`src/rtl/core/assert_macros.svh`:
```
// assertion macros included by the queue top level
`ifndef ASSERT_MACROS_SVH
`define ASSERT_MACROS_SVH

// same-cycle implication, disabled while reset is asserted
`define ASSERT_IMPLY(label, clk, rst_n, ante, cons) \
  label: assert property (@(posedge clk) disable iff (!(rst_n)) (ante) |-> (cons)) \
    else $error("assertion failed: same-cycle implication");

// next-cycle implication, disabled while reset is asserted
`define ASSERT_NEXT(label, clk, rst_n, ante, cons) \
  label: assert property (@(posedge clk) disable iff (!(rst_n)) (ante) |=> (cons)) \
    else $error("assertion failed: next-cycle implication");

`endif

```
`src/rtl/core/spq_pkg.sv`:
```
// types, codes and defaults shared by the priority queue rtl
`default_nettype none

package spq_pkg;

  localparam int DEPTH_DEF     = 64;
  localparam int KEY_BITS_DEF  = 16;
  localparam int PRIO_BITS_DEF = 8;
  localparam int PAY_BITS      = 8;

  // operation codes
  localparam logic [2:0] FN_INSERT = 3'd0;
  localparam logic [2:0] FN_REMOVE = 3'd1;
  localparam logic [2:0] FN_SEARCH = 3'd2;
  localparam logic [2:0] FN_CHANGE = 3'd3;
  localparam logic [2:0] FN_READ   = 3'd4;

  // status codes
  localparam logic [1:0] ST_OK       = 2'd0;
  localparam logic [1:0] ST_FULL     = 2'd1;
  localparam logic [1:0] ST_NOTFOUND = 2'd2;
  localparam logic [1:0] ST_BEYOND   = 2'd3;

  typedef struct packed {
    logic [2:0]  func;
    logic [15:0] key;
    logic [7:0]  payload;
    logic [7:0]  priority_req;
    logic [5:0]  position;
  } in_item_t;

  typedef struct packed {
    logic [1:0]  status;
    logic [5:0]  out_position;
    logic [15:0] out_key;
    logic [7:0]  out_payload;
    logic [7:0]  out_priority;
    logic [6:0]  entry_count;
  } out_item_t;

  typedef enum logic [1:0] {
    S_IDLE,
    S_EXEC,
    S_RECMP,
    S_REINS
  } state_t;

  typedef enum logic [1:0] {
    CM_HOLD,
    CM_INSERT,
    CM_REMOVE
  } cell_mode_t;

  typedef struct packed {
    cell_mode_t mode;
    logic       occ;
  } cell_ctl_t;

  typedef struct packed {
    logic match;
    logic ins;
  } cell_flags_t;

endpackage

`default_nettype wire

```
`src/rtl/core/spq_cell.sv`:
```
// one queue slot: holds an entry, compares against the broadcast, shifts with neighbors
`default_nettype none

module spq_cell #(
  parameter int KEY_BITS  = spq_pkg::KEY_BITS_DEF,
  parameter int PRIO_BITS = spq_pkg::PRIO_BITS_DEF
) (
  input  wire                             clk,
  input  spq_pkg::cell_ctl_t              ctl,
  input  wire [KEY_BITS-1:0]              cmp_key,
  input  wire [PRIO_BITS-1:0]             cmp_prio,
  input  wire [KEY_BITS-1:0]              new_key,
  input  wire [spq_pkg::PAY_BITS-1:0]     new_pay,
  input  wire [PRIO_BITS-1:0]             new_prio,
  input  wire [KEY_BITS-1:0]              left_key,
  input  wire [spq_pkg::PAY_BITS-1:0]     left_pay,
  input  wire [PRIO_BITS-1:0]             left_prio,
  input  wire                             left_ins,
  input  wire                             left_after,
  input  wire [KEY_BITS-1:0]              right_key,
  input  wire [spq_pkg::PAY_BITS-1:0]     right_pay,
  input  wire [PRIO_BITS-1:0]             right_prio,
  output logic [KEY_BITS-1:0]             key_o,
  output logic [spq_pkg::PAY_BITS-1:0]    pay_o,
  output logic [PRIO_BITS-1:0]            prio_o,
  output spq_pkg::cell_flags_t            flags_o,
  output logic                            after_o
);

  logic [KEY_BITS-1:0]          key_r,  key_nxt;
  logic [spq_pkg::PAY_BITS-1:0] pay_r,  pay_nxt;
  logic [PRIO_BITS-1:0]         prio_r, prio_nxt;
  spq_pkg::cell_flags_t         flags_r, flags_nxt;

  // at or behind the first key match
  assign after_o = flags_r.match | left_after;

  always_comb begin
    flags_nxt.match = ctl.occ && (cmp_key == key_r);
    flags_nxt.ins   = !ctl.occ || (cmp_prio > prio_r);
  end

  always_comb begin
    key_nxt  = key_r;
    pay_nxt  = pay_r;
    prio_nxt = prio_r;
    unique case (ctl.mode)
      spq_pkg::CM_INSERT: begin
        if (left_ins) begin
          key_nxt  = left_key;
          pay_nxt  = left_pay;
          prio_nxt = left_prio;
        end else if (flags_r.ins) begin
          key_nxt  = new_key;
          pay_nxt  = new_pay;
          prio_nxt = new_prio;
        end
      end
      spq_pkg::CM_REMOVE: begin
        if (after_o) begin
          key_nxt  = right_key;
          pay_nxt  = right_pay;
          prio_nxt = right_prio;
        end
      end
      default: begin
      end
    endcase
  end

  always_ff @(posedge clk) begin
    key_r   <= key_nxt;
    pay_r   <= pay_nxt;
    prio_r  <= prio_nxt;
    flags_r <= flags_nxt;
  end

  assign key_o   = key_r;
  assign pay_o   = pay_r;
  assign prio_o  = prio_r;
  assign flags_o = flags_r;

endmodule

`default_nettype wire

```
`config.mk`:
```
export PLATFORM = sky130hd
export DESIGN_NAME = spq_cell
export DESIGN_NICKNAME = d
export VERILOG_FILES = /design/src/rtl/core/assert_macros.svh /design/src/rtl/core/spq_pkg.sv /design/src/rtl/core/spq_cell.sv
export SDC_FILE = /design/constraint.sdc
export NUM_CORES = 1
export LEC_CHECK = 0
export BUFFER_PORTS_ARGS = -buffer_cell sky130_fd_sc_hd__buf_2
export CAP_MARGIN = 0
export CORE_ASPECT_RATIO = 0.5
export CORE_UTILIZATION = 30
export DETAILED_ROUTE_END_ITERATION = 8
export PLACE_DENSITY = 0.61
export SLEW_MARGIN = 10
export SYNTH_ARGS = -nofsm -noshare
export SYNTH_HDL_FRONTEND = slang
export SYNTH_SLANG_ARGS = --single-unit
```
`constraint.sdc`:
```
create_clock -name clk -period 8.8 [get_ports clk]
set_clock_uncertainty 0.1 [all_clocks]
set_input_delay 2.2 -clock clk [delete_from_list [all_inputs] [get_ports clk]]
set_output_delay 2.2 -clock clk [all_outputs]
set_load 0.01 [all_outputs]
```
Word-level counts from Yosys, hierarchy flattened --
Cells that the tools add are included.
Storage, ports and cells: logic and storage cells 29, bits of input ports 126, output and inout port bits 35, register bits after elaboration 34
Cells by class: order comparisons 1, eq/ne operators 5, bitwise gates (word level) 1, muxes and demuxes 12, reductions and logical operators 5
Operators with widths (number):
- two-way mux 16 bit | 3
- two-way mux 8 bit | 6
- one-hot mux 16 bit (2 select lines) | 1
- one-hot mux 8 bit (2 select lines) | 2
- == test 16 bit | 1
- greater-than comparator 8 bit | 1
- != test 3 bit, second input constant | 1
- AND reduction 3 bit | 1
- == test 2 x 1 -> 1 bit, second input constant | 1
- == test 2 bit, second input constant | 1
- != test 2 bit, second input constant | 1
- nonzero test 2 bit | 1
- logical AND 1 bit | 1
- logical NOT 1 bit | 1
- logical OR 1 bit | 1
- bitwise OR 1 bit | 1

Logic depth before layout (Yosys ltp) --
Gate-level depths: netlist of run 1.
depth in word-level cells 3, mapped depth 6, mapped depth without buffers 6

Worst setup path before layout of run 1 --
OpenSTA, ideal clock, no wires.
kind in2reg, start point input port left_ins, end point register key_r[0], in the netlist key_o[0], enable pin, arrival 4943 ps, library setup time 466 ps, setup slack 3292 ps, stages on the path 4, cells stage by stage buf_2 > buf_4 > o21ai_0 > o21ai_0
On the way: word-level cells in the longest chain between the ends 2
Ends and longest elaborated chain:
- start: declaration | line spq_cell.sv:18 | input wire left_ins,
- != test 3 bit (no source line)
- AND reduction 3 bit (no source line)
- end signal: assignment | line spq_cell.sv:72 | key_r <= key_nxt;
- end: declaration | line spq_cell.sv:30 | logic [KEY_BITS-1:0] key_r, key_nxt;
Every way passes these cells. A chain may end at the register's enable or synchronous reset.

Worst setup path in the final report of run 1 --
start point input port left_after, end point output port after_o
On the way: word-level cells in the longest chain between the ends 1
Ends and longest elaborated chain:
- start: declaration | line spq_cell.sv:19 | input wire left_after,
- bitwise OR 1 bit | line spq_cell.sv:36 | assign after_o = flags_r.match | left_after;
- end: declaration | line spq_cell.sv:27 | output logic after_o
Every way passes these cells.

==> results.sh, run 1 <==
export IMPL_core_um2=6360
export IMPL_wl_per_cell_um=12.8
export IMPL_via_count=1963
export IMPL_cts_tree="built"
export IMPL_synth_top_area_cell="edfxtp_1"
export IMPL_num_rows=20
export IMPL_netlist_area_leader_share_pct=46.3
export IMPL_ir_drop_mv=0.0697
export IMPL_critical_path_class="input pin to primary output"
export IMPL_max_slew_margin_pct=25.4
export IMPL_synthTopCellsByCount="o21ai_0, nand2_1, edfxtp_1, mux2i_1, xnor2_1"
export IMPL_grt_usage_pct=15.3
export IMPL_ys_seq_area_share_pct=48.3
export IMPL_syn_cell_area_um2=2070
export IMPL_post_route_period_util_pct=57.2
export IMPL_crit_slowest_cell="or2_2"
export IMPL_rsz0062_at_grt="false"
export IMPL_ys_flop_type="edfxtp_1"
export IMPL_place_congestion=0.835
export IMPL_cts_sinks=34
export IMPL_ctsResizeCount=0
export IMPL_drt_wl_total_um=5670
export IMPL_root_buffer="clkbuf_16"
export IMPL_ys_types=22
export IMPL_tns_ps=0
export IMPL_cp_cell_sequence="buf_2 > or2_2 > buf_2"
export IMPL_start_util_pct=32.6
export IMPL_syn_area_per_cell_um2=10.5
export IMPL_fp_dieArea_um2=7270
export IMPL_yosysMostFrequentCell="o21ai_0"
export IMPL_drc_errors=0
export IMPL_grt_pass1_wl_um=8440
export IMPL_max_clock_path_buffers=2
export IMPL_ant_nets=0
export IMPL_setup_violations=0
export IMPL_cp_max_fo=2
export IMPL_async_reset_ff_share_pct=0
export IMPL_hold_viol=0
export IMPL_routed_via_density=4.44
export IMPL_hold_path_class="register to register"
export IMPL_synth_edf_count=32
export IMPL_synth_cells=197
export IMPL_cap_violations=0
export IMPL_cts_inserted_buffers=5
export IMPL_status="complete, no violations"
export IMPL_yosysWarnings=0
export IMPL_report_final_slew_viol_count=0
export IMPL_grt_max_degree=66
export IMPL_grt_antenna_before_repair=0
export IMPL_postCtsSetupRepairBufs=0
export IMPL_power_density_nw_per_um2=148
export IMPL_path_clk_slew_ps=50
export IMPL_synth_seq_cells=34
export IMPL_overflow=0
export IMPL_critPathCaptureType="primary output"
export IMPL_drt_initial_drc_count=49
export IMPL_grt_pass1_vias=1904
export IMPL_fin_util_pct=48.4
export IMPL_cp_start_kind="input pin"
export IMPL_post_dp_hpwl_um=4730
export IMPL_drive_gt1_share_pct=47.7
export IMPL_worstMarginPinSlew_ps=1120
export IMPL_chipHeight_um=60.8
export IMPL_max_freq_mhz=199
export IMPL_syn_to_final_growth_pct=48.4
export IMPL_cts_htree_levels=2
export IMPL_clkLatencyLatePin_ps=260
export IMPL_ioPinCount=161
export IMPL_leakage_nw=1.48
export IMPL_io_buffers=160
export IMPL_drtPass1Iterations=4
export IMPL_required_ps=6500
export IMPL_crit_path_max_incr_delay_ps=290
export IMPL_n_antenna_cell=0
export IMPL_min_period_ps=5030
export IMPL_cp_data_arrival_time_ps=2730
export IMPL_yosys_top_cells_area="edfxtp_1, mux2i_1, o21ai_0, nand2_1, xnor2_1"
export IMPL_cts_hold_fix_buffers=0
export IMPL_nets=487
export IMPL_die_w_um=120
export IMPL_synth_fp_nets=331
export IMPL_cpMostUsedCell="buf_2"
-- per-stage QoR --
stage / area [µm²] / hold WS, ps / power (mW) / instances / setup WS, ps
6_report: 3080 / 510 / 0.457 / 442 / 3770
2_1_floorplan: 2070 / 519 / 0.253 / 197 / 3290
3_3_place_gp: 2940 / 488 / 0.300 / 434 / 3770
3_5_place_dp: 2940 / 505 / 0.304 / 434 / 3770
4_1_cts: 3080 / 516 / 0.464 / 442 / 3770
5_1_grt: 3080 / 576 / 0.483 / 442 / 3760
-- routing by layer --
layer,vias to the layer above,GRT usage (%),routed length (µm)
li1,1019,-,-
met1,883,18.3,2430
met2,59,28.1,2980
met3,2,3.76,238
met4,0,4.64,23
met5,-,0,0
-- critical path: cells and delay by family --
| family | cells | cell delay [ps] |
|---|---|---|
| AND/OR/NAND/NOR | 1 | 290 |
| buffers and inverters | 2 | 230 |
-- path summary, 6_finish.rpt --
path              slack, ps  cells after the start          to  startpoint
hold reg to reg         510                      3  flags_o[1]    key_o[7]
setup reg to reg       6990                      2    pay_o[7]  flags_o[0]
setup / recovery       3770                      3     after_o  left_after
hold / removal          510                      3  flags_o[1]    key_o[7]
-- power by group --
group	internal (mW)	total [mW]	switching [mW]	leakage [nW]
registers	0.195	0.202	0.00726	0.322
logic	0.0492	0.0968	0.0476	1.09
clock network	0.105	0.158	0.0536	0.0652
-- logic make-up (layout without fill, tap and decap cells) --
kind of cell               count (synthesis)  count (layout)  share of synthesized area [%]
DFF                                       34              34                           48.3
and+or+nand+nor                           47              47                           10.3
xor gates and xnor gates                  16              16                           6.75
AOI/OAI and AO/OA                         41              41                           10.0
buffers and inverters                     19             176                           4.40
adders and majority gates                  8               8                           4.83
muxes                                     32              32                           15.4
-- area by class of cell --
cell class                      count  area [µm²]
Multi-Input combinational cell    144        1000
Clock buffer                        8         136
Tap cell                           88         110
Fill cell                         635        3280
Timing Repair Buffer              160         801
Inverter                            8        30.0
Sequential cell                    34        1000
-- cells in the final DEF, fill, tap and decap left out, drive strengths merged --
cell type / netlist / layout
a21oi: 4 / 4
ha: 8 / 8
nor4: 2 / 2
nor2b: 2 / 2
nand2b: 1 / 1
nand4: 5 / 5
or2: 1 / 1
inv: 8 / 8
buf: 9 / 160
clkbuf: 2 / 8
xor2: 4 / 4
mux2i: 32 / 32
o21ai: 36 / 36
edfxtp: 32 / 32
nand3b: 1 / 1
nand2: 35 / 35
xnor2: 12 / 12
o211ai: 1 / 1
dfxtp: 2 / 2
-- registers in the layout, indices dropped and copies added, names as in the netlist --
signal,cells
key_o,16
pay_o,8
prio_o,8
flags_o,2
Power figures use the tool's default switching activity.
==> run 2: changes to the inputs <==
--- a/config.mk
+++ b/config.mk
@@ -5,12 +5,13 @@
 export SDC_FILE = /design/constraint.sdc
 export NUM_CORES = 1
 export LEC_CHECK = 0
+export ABC_AREA = 1
 export BUFFER_PORTS_ARGS = -buffer_cell sky130_fd_sc_hd__buf_2
 export CAP_MARGIN = 0
 export CORE_ASPECT_RATIO = 0.5
 export CORE_UTILIZATION = 30
 export DETAILED_ROUTE_END_ITERATION = 8
-export PLACE_DENSITY = 0.61
+export PLACE_DENSITY = 0.6
 export SLEW_MARGIN = 10
 export SYNTH_ARGS = -nofsm -noshare
 export SYNTH_HDL_FRONTEND = slang
==> constraint.sdc (replaced) <==
create_clock -name clk -period 4.1 [get_ports clk]
set_clock_uncertainty 0.1 [all_clocks]
set_input_delay 1.025 -clock clk [delete_from_list [all_inputs] [get_ports clk]]
set_output_delay 1.025 -clock clk [all_outputs]
set_load 0.01 [all_outputs]
==> results.sh, run 2 <==
export IMPL_status="complete, no violations"
export IMPL_drtPass1Iterations=4
export IMPL_fin_util_pct=44.5
export IMPL_critPathTopFamily="simple AND/OR/NAND/NOR gates"
export IMPL_cts_sinks=34
export IMPL_ctsResizeCount=0
export IMPL_crit_path_max_incr_delay_ps=290
export IMPL_path_clk_slew_ps=50
export IMPL_cp_start_kind="input pin"
export IMPL_syn_cell_area_um2=2370
export IMPL_setup_violations=0
export IMPL_place_area_um2=3200
export IMPL_via_count=2361
export IMPL_critPathCaptureType="primary output"
export IMPL_nets=612
export IMPL_ioPinCount=161
export IMPL_yosys_top_cells_area="edfxtp_1, nand2_1, inv_1, o21ai_0, o21ai_1"
export IMPL_largest_reg_flops=16
export IMPL_r2r_end="key_o[7]"
export IMPL_max_freq_mhz=373
export IMPL_ant_nets=0
export IMPL_yosysWarnings=0
export IMPL_report_final_slew_viol_count=0
export IMPL_async_reset_ff_share_pct=0
export IMPL_place_congestion=0.757
export IMPL_fillers=808
export IMPL_drc_errors=0
export IMPL_final_cells=587
export IMPL_hold_end="flags_o[1]"
export IMPL_finalPower_uw=995
export IMPL_clkLatencyLatePin_ps=270
export IMPL_power_density_nw_per_um2=298
export IMPL_cpMostUsedCell="buf_2"
export IMPL_start_util_pct=31.7
export IMPL_core_um2=7490
export IMPL_synthTopCellsByCount="nand2_1, inv_1, o21ai_0"
export IMPL_root_buffer="clkbuf_16"
export IMPL_required_ps=2970
export IMPL_r2r_slack_ps=2450
export IMPL_overflow=0
export IMPL_n_antenna_cell=0
export IMPL_ir_drop_mv=0.149
export IMPL_ys_flop_type="edfxtp_1"
export IMPL_hold_path_class="register to register"
export IMPL_worstHoldStart="key_o[7]"
export IMPL_routed_via_density=4.02
export IMPL_layout_common_cells="buf_2, nand2_1, inv_1"
export IMPL_register_area_um2=1000
export IMPL_num_rows=22
export IMPL_placed_cells=579
export IMPL_grt_pass1_wl_um=9490
export IMPL_hold_depth=3
export IMPL_io_buffers=160
export IMPL_wl_per_cell_um=10.4
export IMPL_r2r_cells=2
export IMPL_layout_commonest_cell="buf_2"
export IMPL_tns_ps=0
export IMPL_max_slew_margin_pct=31.7
export IMPL_hold_viol=0
export IMPL_r2r_start="flags_o[0]"
export IMPL_leakage_nw=1.81
export IMPL_layout_setup_ws_ps=1420
export IMPL_grt_max_degree=65
export IMPL_grt_antenna_before_repair=0
export IMPL_cts_hold_fix_buffers=0
export IMPL_cts_inserted_buffers=5
export IMPL_cp_max_fo=2
export IMPL_synth_fp_nets=457
export IMPL_synth_seq_cells=34
export IMPL_synth_top_area_cell="edfxtp_1"
export IMPL_postCtsSetupRepairBufs=0
export IMPL_fp_dieArea_um2=8300
export IMPL_chipHeight_um=64.9
export IMPL_synth_cells=323
export IMPL_drive_gt1_share_pct=35.7
export IMPL_ys_types=23
export IMPL_drt_wl_total_um=6080
export IMPL_cp_cell_sequence="buf_2 > or2_2 > buf_2"
export IMPL_cp_data_arrival_time_ps=1550
export IMPL_yosysMostFrequentCell="nand2_1"
export IMPL_min_period_ps=2680
export IMPL_post_route_period_util_pct=65.3
export IMPL_worstMarginPinSlew_ps=1020
export IMPL_die_w_um=128
export IMPL_design_area_um2=3330
export IMPL_drt_initial_drc_count=60
export IMPL_cap_violations=0
export IMPL_pre_cts_ws_ps=1420
export IMPL_cts_htree_levels=2
export IMPL_hold_slack_ps=515
export IMPL_critical_path_class="input pin to primary output"
export IMPL_rsz0062_at_grt="false"
export IMPL_critPathBufInv=2
export IMPL_grt_usage_pct=14.8
export IMPL_multi_input_area_um2=990
export IMPL_max_clock_path_buffers=2
export IMPL_syn_area_per_cell_um2=7.35
export IMPL_netlist_area_leader_share_pct=40.5
export IMPL_post_dp_hpwl_um=5000
export IMPL_ys_seq_area_share_pct=42.1
export IMPL_synth_edf_count=32
export IMPL_cts_tree="built"
export IMPL_crit_slowest_cell="or2_2"
export IMPL_syn_to_final_growth_pct=40.4
export IMPL_grt_pass1_vias=2045
## run 2: report_power, final
group,internal [mW],total [mW],leakage (nW),switching (mW)
Combinational,0.103,0.220,1.42,0.117
Sequential,0.417,0.431,0.320,0.0135
Clock,0.218,0.344,0.0663,0.126
## run 2: metal layers
layer  up-vias  global-route usage, %  wire length (µm)
met1       983                   18.2              2660
met3         2                   2.73               287
met4         0                   3.09                29
met5         -                      0                 0
li1       1320                      -                 -
met2        56                   27.1              3100
## run 2: logic make-up (layout without fill, tap and decap cells)
group | after synthesis | after routing | synth area share (%)
DFF | 34 | 34 | 42.1
buffers and inverters | 82 | 238 | 16.6
adders and majority gates | 8 | 8 | 4.22
and+or+nand+nor | 121 | 121 | 19.8
xor gates and xnor gates | 3 | 3 | 1.11
AOI/OAI and AO/OA | 75 | 75 | 16.1
## run 2: worst reg2reg max path, stage by stage, from the launching register on
cell,delay (ps)
dfxtp_1,320
nor2_1,60
o21ai_4,780
## run 2: area by class of cell
cell class / instances / area share, %
Tap cell: 108 / 4.05
Multi-Input combinational cell: 207 / 29.7
Clock inverter: 3 / 0.338
Inverter: 68 / 7.66
Clock buffer: 5 / 3.75
Sequential cell: 34 / 30.0
Timing Repair Buffer: 162 / 24.5
## run 2: worst max-delay path by stage
stage / slack (ps) / start / to / depth (start not counted)
2_1_floorplan: 790 / left_ins / key_o[0] / 4
3_3_place_gp: 1420 / left_after / after_o / 3
3_5_place_dp: 1420 / left_after / after_o / 3
4_1_cts: 1420 / left_after / after_o / 3
5_1_grt: 1410 / left_after / after_o / 3
6_report: 1420 / left_after / after_o / 3
==> run 3: changes to the inputs <==
--- a/config.mk
+++ b/config.mk
@@ -11,7 +11,7 @@
 export CORE_ASPECT_RATIO = 0.5
 export CORE_UTILIZATION = 30
 export DETAILED_ROUTE_END_ITERATION = 8
-export PLACE_DENSITY = 0.6
+export PLACE_DENSITY = 0.58
 export SLEW_MARGIN = 10
 export SYNTH_ARGS = -nofsm -noshare
 export SYNTH_HDL_FRONTEND = slang
==> constraint.sdc (replaced) <==
create_clock -name clk -period 2.5 [get_ports clk]
set_clock_uncertainty 0.1 [all_clocks]
set_input_delay 0.625 -clock clk [delete_from_list [all_inputs] [get_ports clk]]
set_output_delay 0.625 -clock clk [all_outputs]
set_load 0.01 [all_outputs]
==> results.sh, run 3 (synthesis results as in run 2) <==
export IMPL_report_final_slew_viol_count=0
export IMPL_ant_nets=0
export IMPL_path_clk_slew_ps=50
export IMPL_grt_antenna_before_repair=0
export IMPL_critical_path_class="input pin to primary output"
export IMPL_met1_usage_pct=18.4
export IMPL_hold_depth=2
export IMPL_drt_initial_drc_count=57
export IMPL_grtUsageMet2_pct=26.8
export IMPL_layout_commonest_cell="buf_2"
export IMPL_via_count=2391
export IMPL_worstMarginPinSlew_ps=517
export IMPL_r2r_cells=3
export IMPL_hold_path_class="input pin to register"
export IMPL_cts_htree_levels=2
export IMPL_hold_viol=0
export IMPL_ir_drop_mv=0.357
export IMPL_cts_sinks=34
export IMPL_wl_per_cell_um=10.4
export IMPL_postCtsSetupRepairBufs=0
export IMPL_r2r_start="flags_o[0]"
export IMPL_setup_violations=0
export IMPL_fp_dieArea_um2=8300
export IMPL_finalPower_mw=1.76
export IMPL_grt_max_degree=65
export IMPL_worstHoldStart="ctl[0]"
export IMPL_required_ps=1770
export IMPL_max_clock_path_buffers=2
export IMPL_critPathCaptureType="primary output"
export IMPL_post_dp_hpwl_um=5120
export IMPL_r2r_end="key_o[3]"
export IMPL_die_w_um=128
export IMPL_drtPass1Iterations=4
export IMPL_nets=614
export IMPL_drc_errors=0
export IMPL_ioPinCount=161
export IMPL_post_route_period_util_pct=75.1
export IMPL_cp_start_kind="input pin"
export IMPL_layout_common_cells="buf_2, nand2_1, inv_1"
export IMPL_tns_ps=0
export IMPL_leakage_nw=1.84
export IMPL_min_period_ps=1880
export IMPL_cp_max_fo=2
export IMPL_core_um2=7490
export IMPL_status="complete, no violations"
export IMPL_grt_pass1_wl_um=9580
export IMPL_use_met3_pct=2.81
export IMPL_cp_data_arrival_time_ps=1150
export IMPL_cts_inserted_buffers=5
export IMPL_clkLatencyLatePin_ps=270
export IMPL_chipHeight_um=64.9
export IMPL_cts_tree="built"
export IMPL_max_freq_mhz=532
export IMPL_io_buffers=160
export IMPL_cts_hold_fix_buffers=0
export IMPL_start_util_pct=31.7
export IMPL_drive_gt1_share_pct=36.6
export IMPL_rsz0062_at_grt="false"
export IMPL_ctsResizeCount=0
export IMPL_root_buffer="clkbuf_16"
export IMPL_largest_reg_flops=16
export IMPL_drt_wl_total_um=6140
export IMPL_hold_end="flags_o[0]"
export IMPL_syn_to_final_growth_pct=42.7
export IMPL_place_congestion=0.756
export IMPL_num_rows=22
export IMPL_grt_usage_pct=14.8
export IMPL_n_antenna_cell=0
export IMPL_cap_violations=0
export IMPL_fillers=811
export IMPL_r2r_slack_ps=1120
export IMPL_routed_via_density=4.06
export IMPL_grt_pass1_vias=2092
export IMPL_overflow=0
export IMPL_power_density_nw_per_um2=518
export IMPL_max_slew_margin_pct=65.6
export IMPL_busiest_layer="met2"
[run 3: cell count changes in the layout (fill, tap and decap cells not counted)]
cell,previous run,this run
buf_12,0,1
buf_4,2,3
bufinv_16,0,1
clkinv_1,3,0
clkinv_2,0,2
[run 3: worst max path at each step]
stage	start	endpoint	slack, ps	cells after the start
after floorplan	left_ins	key_o[0]	190	4
after global placement	left_after	after_o	630	3
after detailed placement	left_after	after_o	620	3
after CTS	left_after	after_o	620	3
after global routing	left_after	after_o	600	3
final	left_after	after_o	620	3
[run 3: cell type report]
type | instances | area (µm²) | share of cell area [%]
Multi-Input combinational cell | 207 | 990 | 29.2
Clock buffer | 5 | 125 | 3.69
Sequential cell | 34 | 1000 | 29.5
Timing Repair Buffer | 164 | 843 | 24.9
Tap cell | 108 | 135 | 3.99
Inverter | 68 | 255 | 7.53
Clock inverter | 3 | 40.0 | 1.18
[run 3: stage by stage]
step	setup WS, ps	hold WS [ps]	util [%]	instances	cell area (µm²)
floorplan	193	512	-	323	2380
global placement	627	533	43.1	581	3220
detailed placement	623	516	43.1	581	3220
CTS	621	460	45.3	589	3390
global route	601	472	45.3	589	3390
finish	622	466	45.3	589	3390
[run 3: routing by layer]
| layer | vias up | part of all wire, % | routed length, µm |
|---|---|---|---|
| met5 | - | 0 | 0 |
| met4 | 0 | 0.70 | 43 |
| met3 | 4 | 4.2 | 257 |
| met2 | 59 | 50 | 3090 |
| met1 | 1005 | 45 | 2750 |
| li1 | 1323 | - | - |
[run 3: report_power, final]
part	internal, mW	switching, mW
logic	0.174	0.195
clock network	0.465	0.214
registers	0.683	0.0244
total	1.32	0.433
[run 3: worst max-delay path: stages]
cell   delay, ps
buf_2         90
or2_2        290
buf_2        140
